### src/sv/sla_pkg.sv
// Package for the serial line assembler: shared constants, codes and control types.
`default_nettype none

package sla_pkg;

   // Default sizes of one line slot (including the spare length position) and of the queue.
   localparam int LINE_SIZE_DEFAULT   = 64;
   localparam int QUEUE_DEPTH_DEFAULT = 4;

   // Received byte classes.
   localparam logic [7:0] CHAR_CR       = 8'h0D;
   localparam logic [7:0] CHAR_LF       = 8'h0A;
   localparam logic [7:0] PRINTABLE_LO  = 8'h20;
   localparam logic [7:0] PRINTABLE_HI  = 8'h7E;

   // Operation codes of an input item.
   localparam logic OP_PUSH = 1'b0;
   localparam logic OP_POLL = 1'b1;

   // Controller states.
   typedef enum logic [1:0] {
      ST_IDLE,
      ST_READ,
      ST_SHOW,
      ST_EMPTY
   } state_type;

   // Commands from the controller to the datapath.
   typedef struct packed {
      logic push;       // accept a received byte
      logic poll;       // start a poll: take overflow, latch the oldest line
      logic mem_read;   // read the current character of the line
      logic advance;    // current character taken, step to the next one
      logic pop;        // final character taken, release the slot
   } cmd_type;

   // Status from the datapath to the controller.
   typedef struct packed {
      logic queue_empty;
      logic last_char;
   } status_type;

endpackage

`default_nettype wire

### src/sv/sla_if.sv
// Valid/ready channel interfaces for the request and response items.
`default_nettype none

interface sla_req_if;
   logic       valid;
   logic       ready;
   logic       operation;
   logic [7:0] byte_in;

   modport source (output valid, output operation, output byte_in, input ready);
   modport sink   (input valid, input operation, input byte_in, output ready);
endinterface

interface sla_rsp_if;
   logic       valid;
   logic       ready;
   logic       line_valid;
   logic [7:0] char_out;
   logic       last;
   logic       overflow;

   modport source (output valid, output line_valid, output char_out, output last,
                   output overflow, input ready);
   modport sink   (input valid, input line_valid, input char_out, input last,
                   input overflow, output ready);
endinterface

`default_nettype wire

### src/sv/sla_ram.sv
// Generic single-write, single-read RAM with a registered read port.
`default_nettype none

module sla_ram #(
   parameter int WIDTH = 8,
   parameter int DEPTH = 256
) (
   input  wire logic                     clock,
   input  wire logic                     wr_en,
   input  wire logic [$clog2(DEPTH)-1:0] wr_addr,
   input  wire logic [WIDTH-1:0]         wr_data,
   input  wire logic                     rd_en,
   input  wire logic [$clog2(DEPTH)-1:0] rd_addr,
   output      logic [WIDTH-1:0]         rd_data
);

   logic [WIDTH-1:0] mem_ff [DEPTH];
   logic [WIDTH-1:0] rd_data_ff;

   // Write port and registered read port.
   always_ff @(posedge clock) begin
      if (wr_en) begin
         mem_ff[wr_addr] <= wr_data;
      end
      if (rd_en) begin
         rd_data_ff <= mem_ff[rd_addr];
      end
   end

   assign rd_data = rd_data_ff;

endmodule

`default_nettype wire

### src/sv/sla_ctrl.sv
// Controller state machine: accepts items and sequences the character stream of a poll.
`default_nettype none

module sla_ctrl
   import sla_pkg::*;
(
   input  wire logic       clock,
   input  wire logic       reset,
   input  wire logic       req_valid,
   input  wire logic       req_operation,
   output      logic       req_ready,
   output      logic       rsp_valid,
   input  wire logic       rsp_ready,
   output      cmd_type    cmd,
   input  wire status_type status
);

   state_type state_ff;
   state_type state_in;
   logic      req_take;
   logic      rsp_take;

   assign req_take = req_valid && req_ready;
   assign rsp_take = rsp_valid && rsp_ready;

   // State register.
   always_ff @(posedge clock) begin
      if (reset) begin
         state_ff <= ST_IDLE;
      end else begin
         state_ff <= state_in;
      end
   end

   // Next state.
   always_comb begin
      state_in = state_ff;
      unique case (state_ff)
         ST_IDLE: begin
            if (req_take && (req_operation == OP_POLL)) begin
               state_in = status.queue_empty ? ST_EMPTY : ST_READ;
            end
         end
         ST_READ: begin
            state_in = ST_SHOW;
         end
         ST_SHOW: begin
            if (rsp_take) begin
               state_in = status.last_char ? ST_IDLE : ST_READ;
            end
         end
         ST_EMPTY: begin
            if (rsp_take) begin
               state_in = ST_IDLE;
            end
         end
         default: begin
            state_in = ST_IDLE;
         end
      endcase
   end

   // Outputs and datapath commands; ready and valid are constant within each state, so
   // the handshakes reduce to the other side's signal here.
   always_comb begin
      req_ready = 1'b0;
      rsp_valid = 1'b0;
      cmd       = '0;
      unique case (state_ff)
         ST_IDLE: begin
            req_ready = 1'b1;
            cmd.push  = req_valid && (req_operation == OP_PUSH);
            cmd.poll  = req_valid && (req_operation == OP_POLL);
         end
         ST_READ: begin
            cmd.mem_read = 1'b1;
         end
         ST_SHOW: begin
            rsp_valid   = 1'b1;
            cmd.advance = rsp_ready && !status.last_char;
            cmd.pop     = rsp_ready && status.last_char;
         end
         ST_EMPTY: begin
            rsp_valid = 1'b1;
         end
         default: begin
            req_ready = 1'b0;
         end
      endcase
   end

endmodule

`default_nettype wire

### src/sv/sla_datapath.sv
// Datapath: line assembly, slot ring bookkeeping, character memory and response fields.
`default_nettype none

module sla_datapath
   import sla_pkg::*;
#(
   parameter int LINE_SIZE   = LINE_SIZE_DEFAULT,
   parameter int QUEUE_DEPTH = QUEUE_DEPTH_DEFAULT
) (
   input  wire logic       clock,
   input  wire logic       reset,
   input  wire cmd_type    cmd,
   output      status_type status,
   input  wire logic [7:0] byte_in,
   output      logic       line_valid,
   output      logic [7:0] char_out,
   output      logic       last,
   output      logic       overflow
);

   // One physical slot more than the queue holds: the spare one assembles the open line.
   localparam int SLOTS     = QUEUE_DEPTH + 1;
   localparam int IDX_W     = $clog2(LINE_SIZE);
   localparam int SLOT_W    = $clog2(SLOTS);
   localparam int COUNT_W   = $clog2(QUEUE_DEPTH + 1);
   localparam int MEM_DEPTH = SLOTS * (2 ** IDX_W);

   localparam logic [IDX_W-1:0]   LINE_MAX  = IDX_W'(LINE_SIZE - 1);
   localparam logic [SLOT_W-1:0]  SLOT_LAST = SLOT_W'(QUEUE_DEPTH);
   localparam logic [COUNT_W-1:0] COUNT_MAX = COUNT_W'(QUEUE_DEPTH);

   logic [IDX_W-1:0]   line_len_ff,  line_len_in;
   logic [SLOT_W-1:0]  wr_slot_ff,   wr_slot_in;
   logic [SLOT_W-1:0]  rd_slot_ff,   rd_slot_in;
   logic [COUNT_W-1:0] count_ff,     count_in;
   logic               ovf_flag_ff,  ovf_flag_in;
   logic [IDX_W-1:0]   rd_idx_ff,    rd_idx_in;
   logic               line_mode_ff;
   logic               ovf_out_ff;
   logic [IDX_W-1:0]   poll_last_ff;
   logic [IDX_W-1:0]   slot_len_ff [SLOTS];

   logic               is_end;
   logic               is_print;
   logic               commit;
   logic               mem_wr;
   logic [7:0]         mem_q;

   assign is_end   = (byte_in == CHAR_CR) || (byte_in == CHAR_LF);
   assign is_print = (byte_in >= PRINTABLE_LO) && (byte_in <= PRINTABLE_HI);
   assign commit   = cmd.push && is_end && (line_len_ff != '0) && (count_ff < COUNT_MAX);
   assign mem_wr   = cmd.push && !is_end && is_print && (line_len_ff < LINE_MAX);

   // Byte classification, line length, ring pointers, queue count, read index and overflow flag.
   always_comb begin
      line_len_in = line_len_ff;
      wr_slot_in  = wr_slot_ff;
      rd_slot_in  = rd_slot_ff;
      count_in    = count_ff;
      ovf_flag_in = ovf_flag_ff;
      rd_idx_in   = rd_idx_ff;
      if (cmd.push) begin
         if (is_end) begin
            if (line_len_ff != '0) begin
               if (count_ff < COUNT_MAX) begin
                  wr_slot_in = (wr_slot_ff == SLOT_LAST) ? '0 : wr_slot_ff + 1'b1;
                  count_in   = count_ff + 1'b1;
               end else begin
                  ovf_flag_in = 1'b1;
               end
               line_len_in = '0;
            end
         end else if (is_print) begin
            if (line_len_ff < LINE_MAX) begin
               line_len_in = line_len_ff + 1'b1;
            end else begin
               line_len_in = '0;
               ovf_flag_in = 1'b1;
            end
         end else begin
            line_len_in = '0;
         end
      end
      if (cmd.poll) begin
         ovf_flag_in = 1'b0;
         rd_idx_in   = '0;
      end
      if (cmd.advance) begin
         rd_idx_in = rd_idx_ff + 1'b1;
      end
      if (cmd.pop) begin
         rd_slot_in = (rd_slot_ff == SLOT_LAST) ? '0 : rd_slot_ff + 1'b1;
         count_in   = count_ff - 1'b1;
      end
   end

   // Control registers.
   always_ff @(posedge clock) begin
      if (reset) begin
         line_len_ff <= '0;
         wr_slot_ff  <= '0;
         rd_slot_ff  <= '0;
         count_ff    <= '0;
         ovf_flag_ff <= 1'b0;
         rd_idx_ff   <= '0;
      end else begin
         line_len_ff <= line_len_in;
         wr_slot_ff  <= wr_slot_in;
         rd_slot_ff  <= rd_slot_in;
         count_ff    <= count_in;
         ovf_flag_ff <= ovf_flag_in;
         rd_idx_ff   <= rd_idx_in;
      end
   end

   // Slot lengths and the fields captured at the start of a poll.
   always_ff @(posedge clock) begin
      if (commit) begin
         slot_len_ff[wr_slot_ff] <= line_len_ff;
      end
      if (cmd.poll) begin
         line_mode_ff <= (count_ff != '0);
         ovf_out_ff   <= ovf_flag_ff;
         poll_last_ff <= slot_len_ff[rd_slot_ff] - 1'b1;
      end
   end

   // Character store: one region per physical slot, addressed by slot and position.
   sla_ram #(
      .WIDTH (8),
      .DEPTH (MEM_DEPTH)
   ) u_char_ram (
      .clock   (clock),
      .wr_en   (mem_wr),
      .wr_addr ({wr_slot_ff, line_len_ff}),
      .wr_data (byte_in),
      .rd_en   (cmd.mem_read),
      .rd_addr ({rd_slot_ff, rd_idx_ff}),
      .rd_data (mem_q)
   );

   assign status.queue_empty = (count_ff == '0);
   assign status.last_char   = (rd_idx_ff == poll_last_ff);

   // Response fields; an empty poll gives a single item with no character.
   assign line_valid = line_mode_ff;
   assign char_out   = line_mode_ff ? mem_q : 8'h00;
   assign last       = line_mode_ff ? (rd_idx_ff == poll_last_ff) : 1'b1;
   assign overflow   = ovf_out_ff;

endmodule

`default_nettype wire

### src/sv/serial_line_assembler_queue.sv
// Top level of the serial line assembler with its queue of complete lines.
// A push item is accepted in the idle state: printable bytes are written straight into the
// slot that is being assembled, and CR or LF closes the line by recording its length, so no
// copy is made. After a poll item is accepted, the oldest line is streamed character by
// character: each one is read from the registered character memory and then presented
// until it is taken, or one item marked not valid is given when the queue is empty. No new
// item is accepted until the last item of a poll has been taken. The character memory holds
// QUEUE_DEPTH+1 slot regions; no clearing pass is needed after reset.
`default_nettype none

module serial_line_assembler_queue
   import sla_pkg::*;
#(
   parameter int LINE_SIZE   = LINE_SIZE_DEFAULT,
   parameter int QUEUE_DEPTH = QUEUE_DEPTH_DEFAULT
) (
   input wire logic  clock,
   input wire logic  reset,
   sla_req_if.sink   req_ch,
   sla_rsp_if.source rsp_ch
);

   cmd_type    cmd;
   status_type status;

   // Sequencing of items.
   sla_ctrl u_ctrl (
      .clock         (clock),
      .reset         (reset),
      .req_valid     (req_ch.valid),
      .req_operation (req_ch.operation),
      .req_ready     (req_ch.ready),
      .rsp_valid     (rsp_ch.valid),
      .rsp_ready     (rsp_ch.ready),
      .cmd           (cmd),
      .status        (status)
   );

   // Line storage and response fields.
   sla_datapath #(
      .LINE_SIZE   (LINE_SIZE),
      .QUEUE_DEPTH (QUEUE_DEPTH)
   ) u_datapath (
      .clock      (clock),
      .reset      (reset),
      .cmd        (cmd),
      .status     (status),
      .byte_in    (req_ch.byte_in),
      .line_valid (rsp_ch.line_valid),
      .char_out   (rsp_ch.char_out),
      .last       (rsp_ch.last),
      .overflow   (rsp_ch.overflow)
   );

endmodule

`default_nettype wire
### src/flat_wrapper.sv
// flat-port wrapper written by rule: the top's interface ports become plain ports
module serial_line_assembler_queue_flat import sla_pkg::*;
#(
   parameter int LINE_SIZE   = LINE_SIZE_DEFAULT,
   parameter int QUEUE_DEPTH = QUEUE_DEPTH_DEFAULT
)
  (clock, reset, req_ch_valid, req_ch_operation, req_ch_byte_in, req_ch_ready, rsp_ch_valid, rsp_ch_line_valid, rsp_ch_char_out, rsp_ch_last, rsp_ch_overflow, rsp_ch_ready);
  sla_req_if req_ch_i ();
  sla_rsp_if rsp_ch_i ();
  input wire logic clock;
  input wire logic reset;
  input wire logic [$bits(req_ch_i.valid)-1:0] req_ch_valid;
  input wire logic [$bits(req_ch_i.operation)-1:0] req_ch_operation;
  input wire logic [$bits(req_ch_i.byte_in)-1:0] req_ch_byte_in;
  output wire logic [$bits(req_ch_i.ready)-1:0] req_ch_ready;
  output wire logic [$bits(rsp_ch_i.valid)-1:0] rsp_ch_valid;
  output wire logic [$bits(rsp_ch_i.line_valid)-1:0] rsp_ch_line_valid;
  output wire logic [$bits(rsp_ch_i.char_out)-1:0] rsp_ch_char_out;
  output wire logic [$bits(rsp_ch_i.last)-1:0] rsp_ch_last;
  output wire logic [$bits(rsp_ch_i.overflow)-1:0] rsp_ch_overflow;
  input wire logic [$bits(rsp_ch_i.ready)-1:0] rsp_ch_ready;
  assign req_ch_i.valid = req_ch_valid;
  assign req_ch_i.operation = req_ch_operation;
  assign req_ch_i.byte_in = req_ch_byte_in;
  assign req_ch_ready = req_ch_i.ready;
  assign rsp_ch_valid = rsp_ch_i.valid;
  assign rsp_ch_line_valid = rsp_ch_i.line_valid;
  assign rsp_ch_char_out = rsp_ch_i.char_out;
  assign rsp_ch_last = rsp_ch_i.last;
  assign rsp_ch_overflow = rsp_ch_i.overflow;
  assign rsp_ch_i.ready = rsp_ch_ready;
  serial_line_assembler_queue #(.LINE_SIZE(LINE_SIZE), .QUEUE_DEPTH(QUEUE_DEPTH)) u_core (.clock(clock), .reset(reset), .req_ch(req_ch_i), .rsp_ch(rsp_ch_i));
endmodule
### config.mk
export PLATFORM = sky130hd
export DESIGN_NAME = serial_line_assembler_queue_flat
export DESIGN_NICKNAME = d
export VERILOG_FILES = /design/src/sv/sla_pkg.sv /design/src/sv/sla_if.sv /design/src/sv/sla_ram.sv /design/src/sv/sla_ctrl.sv /design/src/sv/sla_datapath.sv /design/src/sv/serial_line_assembler_queue.sv /design/src/flat_wrapper.sv
export SDC_FILE = /design/constraint.sdc
export NUM_CORES = 2
export LEC_CHECK = 0
export BUFFER_PORTS_ARGS = -buffer_cell sky130_fd_sc_hd__buf_2
export CAP_MARGIN = 5
export CORE_ASPECT_RATIO = 1.1
export CORE_MARGIN = 1
export CORE_UTILIZATION = 55
export CTS_CLUSTER_DIAMETER = 100
export DETAILED_ROUTE_END_ITERATION = 12
export PLACE_DENSITY = 0.7
export SLEW_MARGIN = 10
export SYNTH_ARGS = -nofsm -noshare
export SYNTH_HDL_FRONTEND = slang
export SYNTH_SLANG_ARGS = --single-unit
### constraint.sdc
create_clock -name clock -period 2.9 [get_ports clock]
set_input_delay 0.29 -clock clock [delete_from_list [all_inputs] [get_ports clock]]
set_output_delay 0.29 -clock clock [all_outputs]
set_load 0.05 [all_outputs]
# After elaboration in Yosys (flattened, before gate mapping)
# Memories as Yosys holds them, arrays and structs flattened. A register that Yosys moved wholly into a read port is not among the register bits.
# Cells that the tools add are included.
dict set report op_classes {
  add_sub_neg 7
  eq_ne 14
  bitwise_logic 1
  n_reduce_logical 34
  n_mux 37
  magnitude_cmp 4
}
# cell count
set ops {}
lappend ops {{two-way mux 6 bit} 6}
lappend ops {{two-way mux 3 bit} 9}
lappend ops {{equality test 8 x 4 -> 1 bit (second input constant)} 2}
lappend ops {{logical AND 1 bit} 14}
lappend ops {{two-way mux 1 bit} 14}
lappend ops {{adder 6 x 1 -> 6 bit (second input constant)} 2}
lappend ops {{two-way mux 2 bit} 6}
lappend ops {{nonzero test 2 bit} 6}
lappend ops {{!= test 2 bit (second input constant)} 5}
lappend ops {{adder 3 x 1 -> 3 bit (second input constant)} 3}
lappend ops {{greater-or-equal comparator 8 x 6 -> 1 bit (second input constant)} 1}
lappend ops {{<= comparator 8 x 7 -> 1 bit (second input constant)} 1}
lappend ops {{two-way mux 8 bit} 1}
lappend ops {{one-hot mux 2 bit (4 select lines)} 1}
lappend ops {{AND reduction 4 bit} 2}
lappend ops {{equality test 3 bit (second input constant)} 2}
lappend ops {{equality test 6 bit} 1}
lappend ops {{less-than comparator 6 bit (second input constant)} 1}
lappend ops {{nonzero test 6 bit} 1}
lappend ops {{subtractor 6 x 1 -> 6 bit (second input constant)} 1}
lappend ops {{AND reduction 5 bit} 1}
lappend ops {{equality test 2 bit (second input constant)} 2}
lappend ops {{OR reduction 2 bit} 2}
lappend ops {{logical NOT 3 bit} 1}
lappend ops {{11 further kinds} 12}
dict set report totals {
  in_bits 13
  reg_bits 32
  ram_bits 2590
  wordCells 109
  output_inout_bits 13
  n_memories 2
}
# memory words word_bits rd rd_clocked_by_memory_dff wr line
set mem_list {}
lappend mem_list {u_core.u_datapath.u_char_ram.mem_ff 320 8 1 1 1 sla_ram.sv:17} ;# logic [WIDTH-1:0] mem_ff [DEPTH];
lappend mem_list {u_core.u_datapath.slot_len_ff 5 6 1 1 1 sla_datapath.sv:41} ;# logic [IDX_W-1:0] slot_len_ff [SLOTS];

# Depth between registers and ports, before layout
dict set report logic_depth {
  ltp_word 8
  mapped_depth 13
  ltp_nobuf 10
}

# By module
# Synthesis repeated with hierarchy kept, for this count alone.
dict set report hier_totals {
  hier_cells 4882
  area_unflattened_um2 102598.4
}
# module instances cells_per_inst seq_area_each_um2 area_each_um2
set by_module_without_submodules {}
lappend by_module_without_submodules {sla_ram 1 4606 77114.0 99459.1}
lappend by_module_without_submodules {sla_datapath 1 259 1641.6 2996.6}
lappend by_module_without_submodules {sla_ctrl 1 17 40.0 142.6}

# Worst setup path after synthesis
# No wires, ideal clock.
dict set report synth_path {
  path_kind {register -> register}
  from {register u_core.u_ctrl.state_ff[1]}
  to {memory u_core.u_datapath.u_char_ram.mem_ff[160][0], enable pin}
  path_slack_ns -0.529
  path_stages_with_launch 10
  n_path_buf 3
  t_required_ns 2.530
  arrival_ns 3.059
  path_cell_list {dfxtp_1 -> clkbuf_1 -> nor2_1 -> nand3b_1 -> nor4_2 -> nor2b_1 -> buf_2 -> nand3_1 -> clkbuf_1 -> nor2_1}
}
dict set report synth_via {
  elab_chain_cells 7
}
# item line
set synth_lines {}
lappend synth_lines {{start, declared} sla_ctrl.sv:18} ;# state_type state_ff;
lappend synth_lines {{start signal, assigned} sla_ctrl.sv:31} ;# state_ff <= state_in;
lappend synth_lines {{logical NOT 2 bit} sla_ctrl.sv:69} ;# unique case (state_ff)
lappend synth_lines {{two-way mux 2 bit} sla_ctrl.sv:69}
lappend synth_lines {{logical AND 1 bit (3 in a row)} sla_datapath.sv:52} ;# assign mem_wr = cmd.push && !is_end && is_print && (line_len_ff < LINE_MAX);
lappend synth_lines {{two-way mux 1 bit} sla_ram.sv:22} ;# if (wr_en) begin
lappend synth_lines {{two-way mux 1 bit (implied by the code)} sla_ram.sv:23} ;# mem_ff[wr_addr] <= wr_data;
lappend synth_lines {{end, declared} sla_ram.sv:17}
# No other way between the ends.

==> metrics.md <==
| Metric | Value |
|---|---|
| # rows | between 150 and 200 |
| RSZ-0062 raised after global routing | true |
| Number of global-route vias before repair | 53,210 |
| Worst clock skew | 0.0602 ns |
| Max_cap viols | 0 |
| Synth async-reset ratio | 0 |
| Worst-path maximum fanout | 7 |
| Worst hold slack | between 0.07 and 0.08 ns |
| Tightest Pin Transition | 1.35 ns |
| Switch share | 0.203 |
| Design area | roughly 120,000 um2 |
| DRT antenna net count | 0 |
| Period utilization | 1.09 |
| Clock Tree Root | clkbuf_16 |
| Crit. End Element | flip-flop |
| Slew HR | 0.101 |
| Combinational power share | 0.037 |
| CTS clk-pin slew, worst paths | ~0.070 ns |
| Worst EP arrival | 3.78 ns |
| Full die area | 188,000 um2 |
| Status | finished, violations left |
| CTS HTree Levels | 4 |
| Final min period | 3.16 ns |
| VDD IR-drop max | 0.653 mV |
| Final Hold Fails | 0 |
| Peak Freq | 317 MHz |
| GRT Util Overall | 0.283 |
| Ys flop type | edfxtp_1 |
| Die W | slightly above 400 um |
| DRC viols | 0 |
| Initial antenna violation count | 7 |
| First-pass GRT wire length | 378,000 um |
| Post-synth EDFFs | roughly 2,600 |
| Largest net degree at the start of global routing | 184 |
| Post-DP Area | 110,000 um2 |
| Routability Congestion | around 0.9 |
| Cell Area, Synth | around 100,000 um2 |
| Worst EP required | 3.52 ns |
| TritonCTS Sinks | 2,633 |
| Port Buffers | 25 |
| Clk network pwr share | 0.413 |
| Synth Warn # | 0 |
| Pint | 60.6 mW |
| Setup_tns | -1.33 ns |
| CTS Buf Count | 240 |
| Io pins | 26 |
| Leak | 37.8 nW |
| Post-synthesis sequential area ratio | 0.769 |
| Syn_area_per_cell | 21.3 um2 |
| DRT Pass-1 Iters | 6 |
| Final worst-path setup slack | -0.257 ns |
| Initial Util | 0.555 |
| Post-Synthesis Cells | between 4,000 and 5,000 |
| Die Ht | 455 um |
| Total grt overflow | 0 |
| Synth cell types | 69 |
| Post-Route WL | 264,000 um |
| Hold WC Path Type | in2reg |
| WS Path Type | reg2reg |
| Net switching power | between 15 and 20 mW |
| CP startpoint kind | flip-flop |
| Wire per inst | 32.2 um |
| Clock latency on the worst-skew pair | 0.89 ns |
| CTS max path bufs | 3 |
| Core area | 185,000 um2 |
| Final Total Pwr | 76.1 mW |
| Drt initial violations | around 7,000 |
| Max Slew Vio Count | 0 |
| Layout cell share with drive strength beyond 1 | 0.363 |
| Flop and latch count out of synthesis | about 2,600 |
| Area Overhead vs Synth | 18.6% |
| Via/cell ratio | 6.49 |
| Pwr Density | 626 nW/um2 |
| Post-place setup slack | -0.925 ns |
| Failing checks | negative setup slack |
| Routed via count | 53,256 |
| CTS tree | yes |
| Finish-stage setup viols | 8 |
| Sequential share of power | 0.550 |
| Post-DP HPWL | 168,000 um |
| Fin nets | between 5,000 and 6,000 |
[worst paths after layout]
kind                            cells after the start                      startpoint                                          end  slack [ns]
worst max-delay path                               10  u_core.u_datapath.rd_idx_ff[0]      u_core.u_datapath.u_char_ram.rd_data[6]       -0.26
worst max register to register                     10  u_core.u_datapath.rd_idx_ff[0]      u_core.u_datapath.u_char_ram.rd_data[6]       -0.26
worst min register to register                      0   u_core.u_datapath.ovf_flag_ff                   u_core.u_datapath.overflow        0.52
worst min-delay path                                2               req_ch_byte_in[0]  u_core.u_datapath.u_char_ram.mem_ff[295][0]        0.08
[layout by cell type (no fill, tap or decap), types with 20 or more instances in the layout]
master,Yosys,final
nor2_1,367,160
nor2b_1,26,21
nor2_4,0,77
o221ai_1,32,31
o21ai_0,41,26
nand3_1,40,20
buf_4,43,562
edfxtp_1,2606,2606
bufinv_16,0,25
conb_1,1,40
a21oi_1,64,53
buf_16,0,21
a22oi_1,60,43
mux2i_1,166,159
clkinv_1,1,69
clkinv_2,0,40
dfxtp_1,27,21
buf_12,2,114
nor2_2,0,130
mux4_2,632,639
clkbuf_16,0,243
nand2_1,101,90
buf_6,21,25
clkbuf_1,129,50
nor3_1,23,21
and2_1,20,20
o22ai_1,36,31
[per-stage QoR]
stage                     std cells  utilization
after floorplan                4842            -
after global placement         7624        0.599
after detailed placement       7624        0.599
after CTS                      8155        0.654
after global routing           8205        0.659
final                          8208        0.659
[area by class of cell]
class	instances	area (um2)
Antenna cell	15	37.5
Sequential cell	2633	78800
Clock buffer	292	6240
Clock inverter	161	1550
Tap cell	2421	3030
Inverter	13	57.6
Multi-Input combinational cell	1905	23900
Timing Repair Buffer	768	7970
Fill cell	11636	62900
[synthesized netlist by cell type, drive strengths merged, types with 5 or more instances]
cell type | instances | area [um2]
a2111oi | 13 | 114
a211o | 9 | 78.8
a211oi | 25 | 188
a21oi | 65 | 329
a221oi | 10 | 87.6
a22o | 13 | 114
a22oi | 60 | 450
a311oi | 5 | 43.8
a31o | 5 | 43.8
a31oi | 6 | 37.5
a32oi | 5 | 43.8
and2 | 20 | 125
buf | 162 | 1050
clkbuf | 129 | 484
dfxtp | 27 | 541
edfxtp | 2606 | 78300
ha | 12 | 150
inv | 12 | 45.0
mux2 | 15 | 169
mux2i | 166 | 1660
mux4 | 643 | 14500
nand2 | 101 | 379
nand2b | 10 | 62.6
nand3 | 40 | 200
nand3b | 5 | 37.5
nor2 | 367 | 1380
nor2b | 26 | 163
nor3 | 23 | 115
nor4 | 14 | 130
o2111ai | 6 | 52.6
o211ai | 11 | 82.6
o21ai | 42 | 210
o221ai | 32 | 280
o22a | 10 | 87.6
o22ai | 36 | 225
o311ai | 5 | 43.8
or2 | 6 | 37.5
or4 | 6 | 45.0
xnor2 | 12 | 105
[state kept, by name (all words and copies together), names as in the netlist, named ones only]
name                                  count
u_core.u_ctrl.state_ff                    2
u_core.u_datapath.count_ff                3
u_core.u_datapath.line_len_ff             6
u_core.u_datapath.line_valid              1
u_core.u_datapath.overflow                1
u_core.u_datapath.ovf_flag_ff             1
u_core.u_datapath.poll_last_ff            6
u_core.u_datapath.rd_idx_ff               6
u_core.u_datapath.rd_slot_ff              3
u_core.u_datapath.slot_len_ff            30
u_core.u_datapath.u_char_ram.mem_ff    2560
u_core.u_datapath.u_char_ram.rd_data      8
u_core.u_datapath.wr_slot_ff              3
[metal layers]
layer  vias to the layer above  GRT usage  wire length (um)
met3                       485     0.0511             24500
li1                      21611          -                 -
met5                         -          0                 0
met1                     28036      0.382             96900
met4                         0      0.111             10900
met2                      3124      0.462            132000
[cells by family (layout without fill, tap and decap cells)]
group	Yosys count	count (layout)	share of synthesized area
AOI/OAI and AO/OA	380	380	0.0264
buffers and inverters	304	1234	0.0155
DFF	2633	2633	0.769
and+or+nand+nor	635	635	0.0273
muxes	824	824	0.160
xor gates and xnor gates	14	14	0.00120
adders and majority gates	12	12	0.00146
other	1	55	0.0000366
[power groups by stage]
stage | logic, mW | registers [mW] | clock network, mW
after global routing | 2.94 | 41.9 | 33.0
final | 2.81 | 41.9 | 31.4
after detailed placement | 2.43 | 42.7 | 0
after CTS | 2.74 | 41.9 | 31.7
after global placement | 2.38 | 42.7 | 0
after floorplan | 1.21 | 42.7 | 0
[worst max-delay path, cell delays in order, from the launching register on]
cell and delay (ns):
dfxtp_4 0.41, buf_12 0.19, buf_4 0.15, buf_16 0.15, buf_4 0.15, mux4_2 0.55
mux4_2 0.55, a22oi_2 0.19, nand4_1 0.17, o311ai_4 0.22, a21oi_1 0.14
[what timing repair did]
item                                     CTS  global route
cloned                                    18             2
resized for setup                        373           139
pin swaps                                 30            28
hold buffers                              10             0
endpoints found under the hold margin    137             0
endpoints found under the setup margin  1553           777
buffers inserted                          51            40
Power figures use the tool's default switching activity.
